### config.mk
export PLATFORM = sky130hd
export DESIGN_NAME = cau_back
export DESIGN_NICKNAME = d
export VERILOG_FILES = /design/src/cau_pkg.sv /design/src/cau_back.sv
export SDC_FILE = /design/constraint.sdc
export NUM_CORES = 1
export LEC_CHECK = 0
export BUFFER_PORTS_ARGS = -buffer_cell sky130_fd_sc_hd__buf_2
export CAP_MARGIN = 20
export CORE_AREA = 2 2 280 282
export CTS_CLUSTER_SIZE = 25
export DETAILED_ROUTE_END_ITERATION = 10
export DIE_AREA = 0 0 282 284
export HOLD_SLACK_MARGIN = 0.03
export PLACE_DENSITY = 0.34
export SYNTH_ARGS = -nofsm -noshare
export SYNTH_HDL_FRONTEND = slang
export SYNTH_SLANG_ARGS = --single-unit
### constraint.sdc
create_clock -name clk -period 3.8 [get_ports clk]
set_input_delay 0.57 -clock clk [delete_from_list [all_inputs] [get_ports clk]]
set_output_delay 0.57 -clock clk [all_outputs]
set_load 0.05 [all_outputs]
### src/cau_pkg.sv
`default_nettype none
// ----------------------------------------------------------------------------
// cau_pkg: shared types and helpers for the complex arithmetic unit
// Operation codes, the per-cell pipeline record and the clamp/arctangent
// helpers used by the front end, the cells and the back end.
// ----------------------------------------------------------------------------
package cau_pkg;

	typedef enum logic [2:0] {
		OP_ADD  = 3'd0,
		OP_SUB  = 3'd1,
		OP_MUL  = 3'd2,
		OP_DIV  = 3'd3,
		OP_CONJ = 3'd4,
		OP_MOD  = 3'd5,
		OP_ARG  = 3'd6
	} op_t;

	localparam logic [63:0] PI_Q60 = 64'h3243F6A8885A308D;
	localparam int CORDIC_STEPS = 60;
	localparam int SQRT_STEPS = 32;

	// One beat as it travels down the row of cells.
	typedef struct packed {
		op_t                op;
		logic [31:0]        res_re;
		logic [31:0]        res_im;
		logic               sat;
		logic               dz;
		logic               x_neg;
		logic               y_neg;
		logic               a_zero;
		logic signed [63:0] cx;
		logic signed [63:0] cy;
		logic signed [63:0] cz;
		logic [63:0]        den;
		logic [63:0]        dr_re;
		logic [63:0]        dr_im;
		logic [31:0]        dq_re;
		logic [31:0]        dq_im;
		logic               dv_re;
		logic               dv_im;
		logic               dn_re;
		logic               dn_im;
		logic [63:0]        sq_rad;
		logic [35:0]        sq_rem;
		logic [31:0]        sq_root;
	} cell_t;

	// atan(2^-i) in Q60 from its power series, evaluated at elaboration.
	function automatic logic signed [63:0] atan_q60(input int i);
		logic signed [63:0] sum;
		logic [63:0] term;
		int e;
		sum = '0;
		if (i == 0) begin
			return signed'(PI_Q60 >> 2);
		end
		for (int k = 0; k < 64; k++) begin
			e = 60 - i * (2 * k + 1);
			if (e >= 0) begin
				term = (64'd1 << e) / 64'(2 * k + 1);
				if (k[0]) begin
					sum = sum - signed'(term);
				end else begin
					sum = sum + signed'(term);
				end
			end
		end
		return sum;
	endfunction

	// Clamp a sign/magnitude value to the signed ew-bit range.
	// Returns {saturated, value sign-extended to 32 bits}.
	function automatic logic [32:0] clamp_mag(input logic neg, input logic [64:0] mag,
			input int ew);
		logic [64:0] lim;
		logic [64:0] val;
		logic sat;
		lim = 65'd1 << (ew - 1);
		sat = 1'b0;
		if (neg) begin
			if (mag > lim) begin
				sat = 1'b1;
				val = -lim;
			end else begin
				val = -mag;
			end
		end else begin
			if (mag > lim - 65'd1) begin
				sat = 1'b1;
				val = lim - 65'd1;
			end else begin
				val = mag;
			end
		end
		return {sat, val[31:0]};
	endfunction

endpackage
`default_nettype wire

### src/cau_back.sv
`default_nettype none
// ----------------------------------------------------------------------------
// cau_back: result assembly
// Rounds and clamps the quotients, the square root and the angle, selects
// the result for the operation and drives the registered result beat.
// ----------------------------------------------------------------------------
module cau_back import cau_pkg::*; #(
	parameter int FRAC_BITS = 16,
	parameter int EW = 32
) (
	input  wire logic  clk,
	input  wire logic  arst_n,
	input  wire logic  in_valid,
	input  wire cell_t in_c,
	output logic        done,
	output logic [31:0] res_real,
	output logic [31:0] res_imag,
	output logic        div_zero,
	output logic        saturated
);

	localparam int SH = 60 - FRAC_BITS;
	localparam logic [63:0] HALF_A = 64'd1 << (SH - 1);
	localparam logic [63:0] HALF_PI = PI_Q60 >> 1;
	localparam logic [63:0] TWO_PI = PI_Q60 << 1;
	localparam logic [63:0] TQ = (TWO_PI + HALF_A) >> SH;

	// Stage 1: quotient and root clamps, quadrant mapping of the angle.
	logic [63:0] zc, t;
	logic [32:0] root, sc, dc_re, dc_im;
	logic [31:0] re, im;
	logic        sat;

	always_comb begin
		if (in_c.cz[63]) begin
			zc = '0;
		end else if ($unsigned(in_c.cz) > HALF_PI) begin
			zc = HALF_PI;
		end else begin
			zc = $unsigned(in_c.cz);
		end
		if (in_c.x_neg) begin
			t = in_c.y_neg ? PI_Q60 + zc : PI_Q60 - zc;
		end else begin
			t = in_c.y_neg ? TWO_PI - zc : zc;
		end

		// The remainder exceeds the root exactly when the fraction is past one half.
		root = 33'(in_c.sq_root) + 33'(in_c.sq_rem > 36'(in_c.sq_root));
		sc = clamp_mag(1'b0, 65'(root), EW);
		dc_re = clamp_mag(in_c.dn_re, in_c.dv_re ? '1 : 65'(in_c.dq_re), EW);
		dc_im = clamp_mag(in_c.dn_im, in_c.dv_im ? '1 : 65'(in_c.dq_im), EW);

		case (in_c.op)
			OP_DIV: begin
				if (in_c.dz) begin
					re = in_c.res_re;
					im = in_c.res_im;
					sat = in_c.sat;
				end else begin
					re = dc_re[31:0];
					im = dc_im[31:0];
					sat = dc_re[32] | dc_im[32];
				end
			end
			OP_MOD: begin
				re = sc[31:0];
				im = '0;
				sat = sc[32];
			end
			default: begin
				re = in_c.res_re;
				im = in_c.res_im;
				sat = in_c.sat;
			end
		endcase
	end

	logic        v_s1;
	op_t         op_s1;
	logic [31:0] re_s1, im_s1;
	logic        sat_s1, dz_s1, az_s1;
	logic [63:0] t_s1;

	always_ff @(posedge clk or negedge arst_n) begin
		if (!arst_n) begin
			v_s1 <= 1'b0;
		end else begin
			v_s1 <= in_valid;
		end
	end

	always_ff @(posedge clk) begin
		op_s1  <= in_c.op;
		re_s1  <= re;
		im_s1  <= im;
		sat_s1 <= sat;
		dz_s1  <= in_c.dz;
		az_s1  <= in_c.a_zero;
		t_s1   <= t;
	end

	// Stage 2: angle rounding; a value that rounds to a full turn, or a zero operand, gives zero.
	logic [63:0] q;
	logic [32:0] ac;

	always_comb begin
		q = (t_s1 + HALF_A) >> SH;
		if (az_s1 || q >= TQ) begin
			q = '0;
		end
		ac = clamp_mag(1'b0, 65'(q), EW);
	end

	always_ff @(posedge clk or negedge arst_n) begin
		if (!arst_n) begin
			done <= 1'b0;
		end else begin
			done <= v_s1;
		end
	end

	always_ff @(posedge clk) begin
		div_zero <= dz_s1;
		if (op_s1 == OP_ARG) begin
			res_real  <= ac[31:0];
			res_imag  <= '0;
			saturated <= ac[32];
		end else begin
			res_real  <= re_s1;
			res_imag  <= im_s1;
			saturated <= sat_s1;
		end
	end

endmodule
`default_nettype wire
==> results by group, run 1 <==
Run status
  – Status: complete, but fails checks
  – Violations in the final reports: negative setup slack

Timing
  – Setup-violating endpoint count in the final report: 28
  – Final hold vios: 0
  – Upper clock frequency limit: 0.2488 GHz
  – Final clock skew: 0.01778 ns
  – Setup repair after global routing missed its margin: true
  – Final Slew Violations: 0
  – Tmin final: 4.020 ns
  – Period Utilization, post-route: 1.058
  – Final TNS setup: -3.377 ns
  – Smallest setup slack after layout: -0.2196 ns
  – Slew @ Worst Pin: 1.030 ns
  – Worst slew margin: 0.3072
  – Worst-case hold slack: 0.1842 ns

Global route
  – Initial antenna violation count: 16
  – First-pass GRT wire length: 117.0 mm
  – Number of global-route vias before repair: 17690
  – Pin count of the biggest net entering global routing: 66
  – Total congestion overflow after global routing: 0
  – Global-route usage over all layers: 0.1949

Pwr
  – Reported leakage power: 0.008255 uW
  – Total power consumption of the routed design: 5573 uW
  – Pwr Density: 277.2 nW/um2
  – Worst VDD drop: 0.0002501 V

Clocking
  – TritonCTS clock tree: built
  – Root Driver: clkbuf_16
  – Cts bufs inserted: 17
  – CTS HTree Levels: 4
  – Worst skew pair latency: 0.49 ns
  – Sink count of the clock tree: 159
  – Bufs on Longest Clock Path: 2
  – Register clock-pin slew on the reported worst setup and hold paths: 0.07 ns

Synthesis
  – Number of instances in the synthesized netlist: 1965
  – Dominant cell type by area after synthesis: dfxtp_1
  – Top-count cell post-synth: nand2_1
  – Post-synthesis net count: 2663
  – Summed instance area of the synthesized netlist: 13560 um2
  – Post-synth top cells: nand2_1, o21ai_0, nor2_1
  – Count of flip-flops with a built-in enable after synthesis: 0
  – Top cells by area, synth: dfxtp_1, o21ai_0, a21oi_1, nand2_1, nor2_1
  – Share of flip-flops with an asynchronous set or reset after synthesis: 0.01258
  – Sequential element share of the synthesized area: 0.2355
  – Netlist cell types: 86
  – Area share of the largest cell type after synthesis: 0.2318
  – Main synth FF type: dfxtp_1
  – Synth Area per Inst: 6.899 um2
  – #FFs+latches synth: 159
  – Warnings from Yosys: 0

Worst hold path
  – Number of cells on the worst hold path: 1
  – Worst hold endpoint: az_s1$_DFF_P_
  – Worst min-delay path class: in2reg
  – Hold wc startpoint: in_c[584]

Placement
  – Buffers added on ports: 341
  – Final HPWL DP: 65.41 mm
  – Placed Cells: 3594
  – Routability-driven placement congestion ratio: 0.8951

Setup path
  – Setup crit start kind: input pin
  – Most common cell on crit path: a21o_1
  – Type of the worst setup path: in2reg
  – Critical register-to-register path endpoint: res_real[2]$_DFF_P_
  – Critical Path Sink Type: flip-flop
  – Worst Reg2Reg Path Length in Cells: 12
  – Crit path max fanout: 9
  – Required @ worst endpoint: 4.15 ns
  – Reg2reg setup slack: 0.33 ns
  – Cell with the biggest individual delay on the critical path: or3_4
  – Beginning of the critical path: in_c[5]
  – RR Startpoint: t_s1[47]$_DFF_P_
  – Crit path DAT: 4.37 ns
  – Max stage delay on crit path: 0.40 ns

Routing
  – First-pass DRT Iterations: 6
  – First DRT Iteration DRCs: 1483
  – Via count normalized by instance count: 4.938
  – Number of vias in the routed layout: 17980
  – Wire length after detailed routing: 80.11 mm
  – DRC Markers: 0
  – Routed wire length per instance: 22.00 um
  – Antenna-violating nets left: 0

Run
  – Number of max-cap violations: 0

Die
  – Initial core utilization: 0.1762
  – Floorplan die height: 284 um
  – Die Footprint: 80090 um2
  – Num rows: 102
  – Floorplan core area: 76960 um2
  – Die width: 282 um
  – I/O pin total: 726

Final layout
  – Fraction of layout instances using a drive strength above 1: 0.3373
  – Post-synthesis to final-layout area growth: 48.33%
  – Net count, final: 3285
  – Final Non-Filler Cells: 3642
-- final cells by class --
class | instances | area, um2
antenna | 2 | 5.005
timing repair buffer | 732 | 4740
multi-input combinational | 1612 | 10030
tap | 1040 | 1301
inverter | 65 | 251.5
clock inverter | 15 | 163.9
sequential | 159 | 3193
fill | 8661 | 56850
clock buffer | 17 | 425.4
-- registers in the layout, indices dropped and copies added, names as in the netlist --
name       count
az_s1          1
div_zero       1
done           1
dz_s1          1
im_s1         32
op_s1          3
re_s1         32
res_imag      32
res_real      32
sat_s1         1
saturated      1
t_s1          21
v_s1           1
-- critical path: cells and delay by family --
kind                     cells  cell delay, ns
AO/OA/AOI/OAI               13            1.69
AND/OR/NAND/NOR              6            1.09
buffers and inverters        5            0.58
adder cells (fa/ha/maj)      2            0.41
-- cell families (layout without fill, tap and decap cells) --
family | count (synthesis) | count (layout) | synth area share
flops | 159 | 159 | 0.2355
other cells | 1 | 3 | 0.0002766
mux | 5 | 5 | 0.003784
fa+ha+maj | 39 | 39 | 0.03599
compound gates | 617 | 617 | 0.2905
simple gates | 888 | 888 | 0.3387
xor+xnor | 62 | 62 | 0.04006
buf+inv | 194 | 829 | 0.05510
-- per-layer routing --
metal / GRT usage / vias to the layer above / part of all wire
met5: 0 / - / 0.000087
li1: - / 8544 / -
met1: 0.2597 / 8685 / 0.45
met4: 0.03617 / 2 / 0.018
met2: 0.3367 / 668 / 0.48
met3: 0.02289 / 85 / 0.051
-- per-stage QoR --
step / instance area [um2] / worst slack [ns] / util
3_3_place_gp: 19140 / -0.9550 / 0.2487
5_1_grt: 20110 / -0.4962 / 0.2613
6_report: 20110 / -0.2196 / 0.2613
2_1_floorplan: 13790 / -0.1204 / -
4_1_cts: 19900 / -0.1479 / 0.2586
3_5_place_dp: 19140 / -0.9181 / 0.2487
-- worst max-delay path by stage --
stage,to,cells past startpoint
6_report,re_s1[12]$_DFF_P_,26
3_5_place_dp,re_s1[6]$_DFF_P_,26
5_1_grt,re_s1[7]$_DFF_P_,26
4_1_cts,re_s1[23]$_DFF_P_,27
3_3_place_gp,re_s1[7]$_DFF_P_,27
2_1_floorplan,im_s1[30]$_DFF_P_,16
-- cells in the final DEF, fill, tap and decap left out, types with 9 or more instances in the layout --
cell type / instances
a31oi_1: 44
clkbuf_16: 17
a2111oi_0: 9
nor2_1: 169
or2_2: 19
a21oi_2: 12
and2_1: 57
o211ai_1: 22
o22ai_1: 11
or4_1: 10
a211o_1: 13
or3_1: 24
inv_1: 61
nand4_1: 56
nor4_1: 40
nand3_1: 88
a21oi_1: 141
dfxtp_1: 157
o21a_1: 13
nand3b_1: 20
o31ai_1: 22
xor2_1: 16
nor2b_1: 23
o21ai_1: 10
o2111ai_1: 9
xnor2_1: 44
and3_1: 18
a211oi_1: 12
buf_4: 380
ha_1: 35
a21o_1: 15
buf_2: 338
o21ai_0: 170
nand2_1: 197
nand2b_1: 15
nor3_1: 75
-- where the power goes --
| group | internal (uW) | switching, uW |
|---|---|---|
| clock | 879 | 897 |
| combinational | 687 | 1200 |
| sequential | 1830 | 79.9 |
| total | 3400 | 2180 |
-- timing repair --
item | CTS | global route
setup buffers | 10 | 6
hold buffers | 1 | 0
resized for setup | 26 | 41
endpoints found under the hold margin | 2 | 0
pin swaps | 17 | 21
setup endpoints to repair | 33 | 55
No activity file was read; power rests on OpenSTA's default activity.
==> run 2: changes to the inputs <==
--- a/config.mk
+++ b/config.mk
@@ -7,12 +7,12 @@
 export LEC_CHECK = 0
 export BUFFER_PORTS_ARGS = -buffer_cell sky130_fd_sc_hd__buf_2
 export CAP_MARGIN = 20
-export CORE_AREA = 2 2 280 282
+export CORE_AREA = 2 2 286 288
 export CTS_CLUSTER_SIZE = 25
 export DETAILED_ROUTE_END_ITERATION = 10
-export DIE_AREA = 0 0 282 284
+export DIE_AREA = 0 0 288 290
 export HOLD_SLACK_MARGIN = 0.03
-export PLACE_DENSITY = 0.34
+export PLACE_DENSITY = 0.33
 export SYNTH_ARGS = -nofsm -noshare
 export SYNTH_HDL_FRONTEND = slang
 export SYNTH_SLANG_ARGS = --single-unit
==> run 2 against run 1 <==
  * The run still ends with negative setup slack left
  * Sequential share of layout area shrank 0.11 points
  * Clock power down 6%
  * Worst setup slack gained 0.022 ns
  * Largest cell class unchanged
  * Critical endpoint is now re_s1[10]$_DFF_P_
  * Core utilization decreased by 0.87 points
  * Critical path depth is 1 lower
  * Die area is 4.3% higher
==> results by group, run 2 (synthesis gave the netlist of run 1 again) <==
Timing
  – Upper clock frequency limit: 0.2502 GHz
  – Final clock skew: 0.01008 ns
  – Setup repair after global routing missed its margin: true
  – Slew @ Worst Pin: 0.6684 ns
  – Smallest setup slack after layout: -0.1976 ns
  – Final hold vios: 0
  – Worst slew margin: 0.5544
  – Final Slew Violations: 0
  – Setup-violating endpoint count in the final report: 27
  – Worst-case hold slack: 0.2120 ns
  – Tmin final: 3.998 ns
  – Period Utilization, post-route: 1.052

Die
  – Num rows: 104
  – Initial core utilization: 0.1691
  – I/O pin total: 726
  – Die width: 288 um
  – Die Footprint: 83520 um2
  – Floorplan core area: 80160 um2
  – Floorplan die height: 290 um

Routing
  – Number of vias in the routed layout: 17830
  – DRC Markers: 0
  – Via count normalized by instance count: 4.847
  – Routed wire length per instance: 21.77 um
  – First DRT Iteration DRCs: 1417
  – Antenna-violating nets left: 0
  – First-pass DRT Iterations: 5
  – Wire length after detailed routing: 80.08 mm

Run status
  – Violations in the final reports: negative setup slack
  – Status: complete, but fails checks

Global route
  – Initial antenna violation count: 18
  – Number of global-route vias before repair: 17930
  – First-pass GRT wire length: 117.5 mm
  – Global-route usage over all layers: 0.1878
  – Pin count of the biggest net entering global routing: 66
  – Total congestion overflow after global routing: 0

Setup path
  – Critical Path Sink Type: flip-flop
  – RR Startpoint: t_s1[45]$_DFF_P_
  – Setup crit start kind: input pin
  – Type of the worst setup path: in2reg
  – Crit path max fanout: 7
  – Critical register-to-register path endpoint: res_real[7]$_DFF_P_
  – Worst Reg2Reg Path Length in Cells: 11
  – Crit path DAT: 4.41 ns
  – Reg2reg setup slack: 0.46 ns
  – Required @ worst endpoint: 4.21 ns

Pwr
  – Worst VDD drop: 0.0002736 V
  – Total power consumption of the routed design: 5479 uW
  – Reported leakage power: 0.008261 uW
  – Pwr Density: 270.6 nW/um2

Placement
  – Final HPWL DP: 65.60 mm
  – Routability-driven placement congestion ratio: 0.9112
  – Buffers added on ports: 341
  – Instance area at placement: 19210 um2

Final layout
  – Fillers: 9088
  – Register area: 3193 um2
  – Area occupied by multi-input gates: 10070 um2
  – Fraction of layout instances using a drive strength above 1: 0.3439
  – Cell area after layout: 20240 um2
  – Most common library cell in the layout ignoring fill and taps: buf_4
  – Post-synthesis to final-layout area growth: 49.33%
  – Highest-count cells in the layout ignoring fill and taps: buf_4, buf_2, nand2_1, o21ai_0, nor2_1
  – Net count, final: 3293

Worst hold path
  – Worst hold endpoint: v_s1$_DFF_PN0_
  – Number of cells on the worst hold path: 1
  – Hold wc startpoint: in_valid
  – Worst min-delay path class: in2reg

Clocking
  – Register clock-pin slew on the reported worst setup and hold paths: 0.07 ns
  – Root Driver: clkbuf_16
  – CTS HTree Levels: 4
  – Sink count of the clock tree: 159
  – Cts bufs inserted: 17
  – Worst skew pair latency: 0.47 ns
  – Bufs on Longest Clock Path: 2
  – TritonCTS clock tree: built

Run
  – Number of max-cap violations: 0
-- run 2: layout make-up --
cell class | count | area share
Timing Repair Buffer | 740 | 0.2381
Antenna cell | 11 | 0.001360
Multi-Input combinational cell | 1612 | 0.4974
Tap cell | 1060 | 0.06551
Sequential cell | 159 | 0.1577
Clock buffer | 17 | 0.02101
Clock inverter | 15 | 0.006489
Inverter | 65 | 0.01242
-- run 2: worst max path at each step --
stage	slack, ns	to	startpoint
2_1_floorplan	-0.12	im_s1[30]$_DFF_P_	in_c[134]
3_3_place_gp	-0.81	re_s1[10]$_DFF_P_	in_c[5]
3_5_place_dp	-0.91	re_s1[10]$_DFF_P_	in_c[5]
4_1_cts	-0.17	re_s1[10]$_DFF_P_	in_c[5]
5_1_grt	-0.38	re_s1[7]$_DFF_P_	in_c[5]
6_report	-0.20	re_s1[10]$_DFF_P_	in_c[5]
-- run 2: layer usage --
layer / global-route usage / vias to the layer above / routed length [um]
met5: 0 / - / 22
met4: 0.06938 / 4 / 2827
met3: 0.02681 / 116 / 3888
met2: 0.3129 / 597 / 37960
met1: 0.2442 / 8520 / 35380
li1: - / 8595 / -
-- run 2: what timing repair did --
item | in CTS | in global routing
setup endpoints to repair | 38 | 56
pin swaps | 26 | 15
hold buffers | 1 | 0
setup buffers | 38 | 7
gates resized for setup | 59 | 32
endpoints found under the hold margin | 2 | 0
-- run 2: stage by stage --
step	instances	setup WS [ns]	util	setup TNS, ns
3_5_place_dp	3620	-0.9116	0.2397	-34.04
6_report	3679	-0.1976	0.2526	-2.633
3_3_place_gp	3620	-0.8146	0.2397	-30.66
2_1_floorplan	1965	-0.1204	-	-0.4328
5_1_grt	3673	-0.3831	0.2524	-8.727
4_1_cts	3662	-0.1715	0.2503	-2.484
-- run 2: power by group --
| group | switching [uW] | internal (uW) |
|---|---|---|
| sequential | 87.5 | 1830 |
| clock | 816 | 851 |
| combinational | 1200 | 691 |
| total | 2110 | 3370 |
-- run 2: worst max-delay path: stages --
cell      delay, ns
buf_8          0.09
inv_8          0.03
ha_4           0.25
a21o_1         0.11
a21o_1         0.11
a21o_1         0.11
a21o_1         0.12
a21oi_2        0.05
nor2b_1        0.11
o21ai_1        0.09
nand2_1        0.11
a221o_1        0.16
a21oi_2        0.06
o21ai_2        0.19
ha_2           0.23
nand2_2        0.06
or4_4          0.46
nor4_4         0.21
nand4_1        0.19
o211ai_1       0.20
o21ai_1        0.09
buf_4          0.16
or2_4          0.28
a31oi_1        0.19
o22a_1         0.19
==> run 3: changes to the inputs <==
--- a/config.mk
+++ b/config.mk
@@ -13,6 +13,7 @@
 export DIE_AREA = 0 0 288 290
 export HOLD_SLACK_MARGIN = 0.03
 export PLACE_DENSITY = 0.33
+export SKIP_CTS_REPAIR_TIMING = 1
 export SYNTH_ARGS = -nofsm -noshare
 export SYNTH_HDL_FRONTEND = slang
 export SYNTH_SLANG_ARGS = --single-unit
==> run 3 against run 2 <==
  * The flow still finishes with violations (negative setup slack)
  * Sequential cell count did not move
  * Final area up 0.31%
  * Sequential share of layout area about the same
  * Sequential power barely moved
  * Clock power is essentially flat
  * Routed wire length about the same
  * Clock skew is 0.00079 ns lower
  * Worst hold slack lost 0.0024 ns
  * First-iteration DRC count down 6.5%
  * Critical endpoint unchanged
  * Maximum frequency up 0.60%
  * Worst setup slack better by 0.024 ns
==> results by group, run 3 (synthesis gave the netlist of run 1 again) <==
Run status
  – Status: complete, but fails checks
  – Violations in the final reports: negative setup slack

Pwr
  – Share of power burned in registers: 0.349
  – Combinational fraction of design power: 0.347
  – Pwr Density: 270.5 nW/um2
  – Clock network power share: 0.303
  – Sw Pwr: 2113 uW
  – Internal power consumption: 3380 uW
  – Worst VDD drop: 0.0002751 V
  – Switch share: 0.3847
  – Reported leakage power: 0.008260 uW

Die
  – Floorplan die height: 290 um
  – Num rows: 104
  – Die width: 288 um
  – Initial core utilization: 0.1691
  – I/O pin total: 726
  – Floorplan core area: 80160 um2
  – Die Footprint: 83520 um2

Setup path
  – RR Startpoint: t_s1[45]$_DFF_P_
  – Reg2reg setup slack: 0.47 ns
  – Crit path DAT: 4.38 ns
  – Cell with the biggest individual delay on the critical path: or4_4
  – Crit path max fanout: 7
  – Required @ worst endpoint: 4.21 ns
  – Critical register-to-register path endpoint: res_real[18]$_DFF_P_
  – Type of the worst setup path: in2reg
  – Most common cell on crit path: a21o_1
  – Setup crit start kind: input pin
  – Critical Path Sink Type: flip-flop
  – Max stage delay on crit path: 0.46 ns
  – Worst Reg2Reg Path Length in Cells: 11

Global route
  – Pin count of the biggest net entering global routing: 66
  – Total congestion overflow after global routing: 0
  – Number of global-route vias before repair: 17890
  – First-pass GRT wire length: 117.4 mm
  – Global-route usage over all layers: 0.1876
  – Met2 GRT Util: 0.3134
  – Met1 routing resource usage after global routing: 0.2438
  – Initial antenna violation count: 20
  – Most Crowded Layer GR: met2
  – Met3 GRT Util: 0.02720

Clocking
  – Worst skew pair latency: 0.48 ns
  – CTS HTree Levels: 4
  – Cts bufs inserted: 17
  – TritonCTS clock tree: built
  – Bufs on Longest Clock Path: 2
  – Sink count of the clock tree: 159
  – Root Driver: clkbuf_16
  – Register clock-pin slew on the reported worst setup and hold paths: 0.07 ns

Worst hold path
  – Worst hold endpoint: v_s1$_DFF_PN0_
  – Number of cells on the worst hold path: 1
  – Worst min-delay path class: in2reg
  – Hold wc startpoint: in_valid

Placement
  – Buffers added on ports: 341
  – Routability-driven placement congestion ratio: 0.9112
  – Placed Cells: 3620
  – Final HPWL DP: 65.60 mm
  – Instance area at placement: 19210 um2

Final layout
  – Final Non-Filler Cells: 3677
  – Post-synthesis to final-layout area growth: 49.79%
  – Cell area after layout: 20310 um2
  – Highest-count cells in the layout ignoring fill and taps: buf_4, buf_2, nand2_1, o21ai_0, nor2_1
  – Net count, final: 3287
  – Fraction of layout instances using a drive strength above 1: 0.3432
  – Most common library cell in the layout ignoring fill and taps: buf_4

Timing
  – Final hold vios: 0
  – Period Utilization, post-route: 1.046
  – Slew @ Worst Pin: 0.6720 ns
  – Setup repair after global routing missed its margin: true
  – Final clock skew: 0.009290 ns
  – Tmin final: 3.974 ns
  – Worst-case hold slack: 0.2096 ns
  – Smallest setup slack after layout: -0.1735 ns
  – Setup-violating endpoint count in the final report: 23
  – Worst slew margin: 0.5520
  – Final Slew Violations: 0
  – Upper clock frequency limit: 0.2517 GHz

Routing
  – DRC Markers: 0
  – Routed wire length per instance: 21.77 um
  – First-pass DRT Iterations: 6
  – Antenna-violating nets left: 0
  – Via count normalized by instance count: 4.862
  – Wire length after detailed routing: 80.05 mm
  – Number of vias in the routed layout: 17880
  – First DRT Iteration DRCs: 1325

Run
  – Number of max-cap violations: 0
==> run 3: cell types whose count changed in the layout (fill, tap and decap cells not counted), moves of 3 or more <==
cell / change
a21oi_4: +7
buf_4: -6
diode_2: +4
a21oi_2: -4
a21oi_1: -3
==> run 3: layer usage <==
layer | routed length, um | vias up
met5 | 23 | -
met4 | 2657 | 4
met3 | 4498 | 113
met2 | 38000 | 643
met1 | 34880 | 8537
li1 | - | 8582
==> run 3: power by group through the flow <==
stage | Sequential, uW | Combinational (uW) | Clock, uW
2_1_floorplan | 2170 | 710 | 0
3_3_place_gp | 1960 | 1870 | 0
3_5_place_dp | 1960 | 1860 | 0
4_1_cts | 1920 | 1860 | 1740
5_1_grt | 1940 | 2060 | 1820
6_report | 1920 | 1910 | 1670
==> run 3: worst max path at each step <==
stage / endpoint / from
2_1_floorplan: im_s1[30]$_DFF_P_ / in_c[134]
3_3_place_gp: re_s1[10]$_DFF_P_ / in_c[5]
3_5_place_dp: re_s1[10]$_DFF_P_ / in_c[5]
4_1_cts: re_s1[10]$_DFF_P_ / in_c[5]
5_1_grt: re_s1[10]$_DFF_P_ / in_c[5]
6_report: re_s1[10]$_DFF_P_ / in_c[5]
==> run 3: stage by stage <==
stage / utilization / worst slack (ns) / total power [uW] / setup TNS (ns)
after floorplan: - / -0.1204 / 2884 / -0.4328
after global placement: 0.2397 / -0.8146 / 3826 / -30.66
after detailed placement: 0.2397 / -0.9116 / 3812 / -34.04
after CTS: 0.2467 / -0.4170 / 5530 / -7.939
after global routing: 0.2531 / -0.3880 / 5812 / -8.313
final: 0.2533 / -0.1735 / 5492 / -1.765
==> run 3: cell type report <==
class / instances / area, um2
fill: 9081 / 59850
multi-input combinational: 1612 / 10140
timing repair buffer: 734 / 4797
sequential: 159 / 3193
tap: 1060 / 1326
clock buffer: 17 / 425.4
inverter: 65 / 251.5
clock inverter: 15 / 131.4
antenna: 15 / 37.54
==> run 3: worst max-delay path: cells and delay by family <==
family	cells	cell delay, ns
adders and majority gates	2	0.48
buffers and inverters	3	0.27
AOI/OAI and AO/OA	13	1.67
and+or+nand+nor	7	1.40
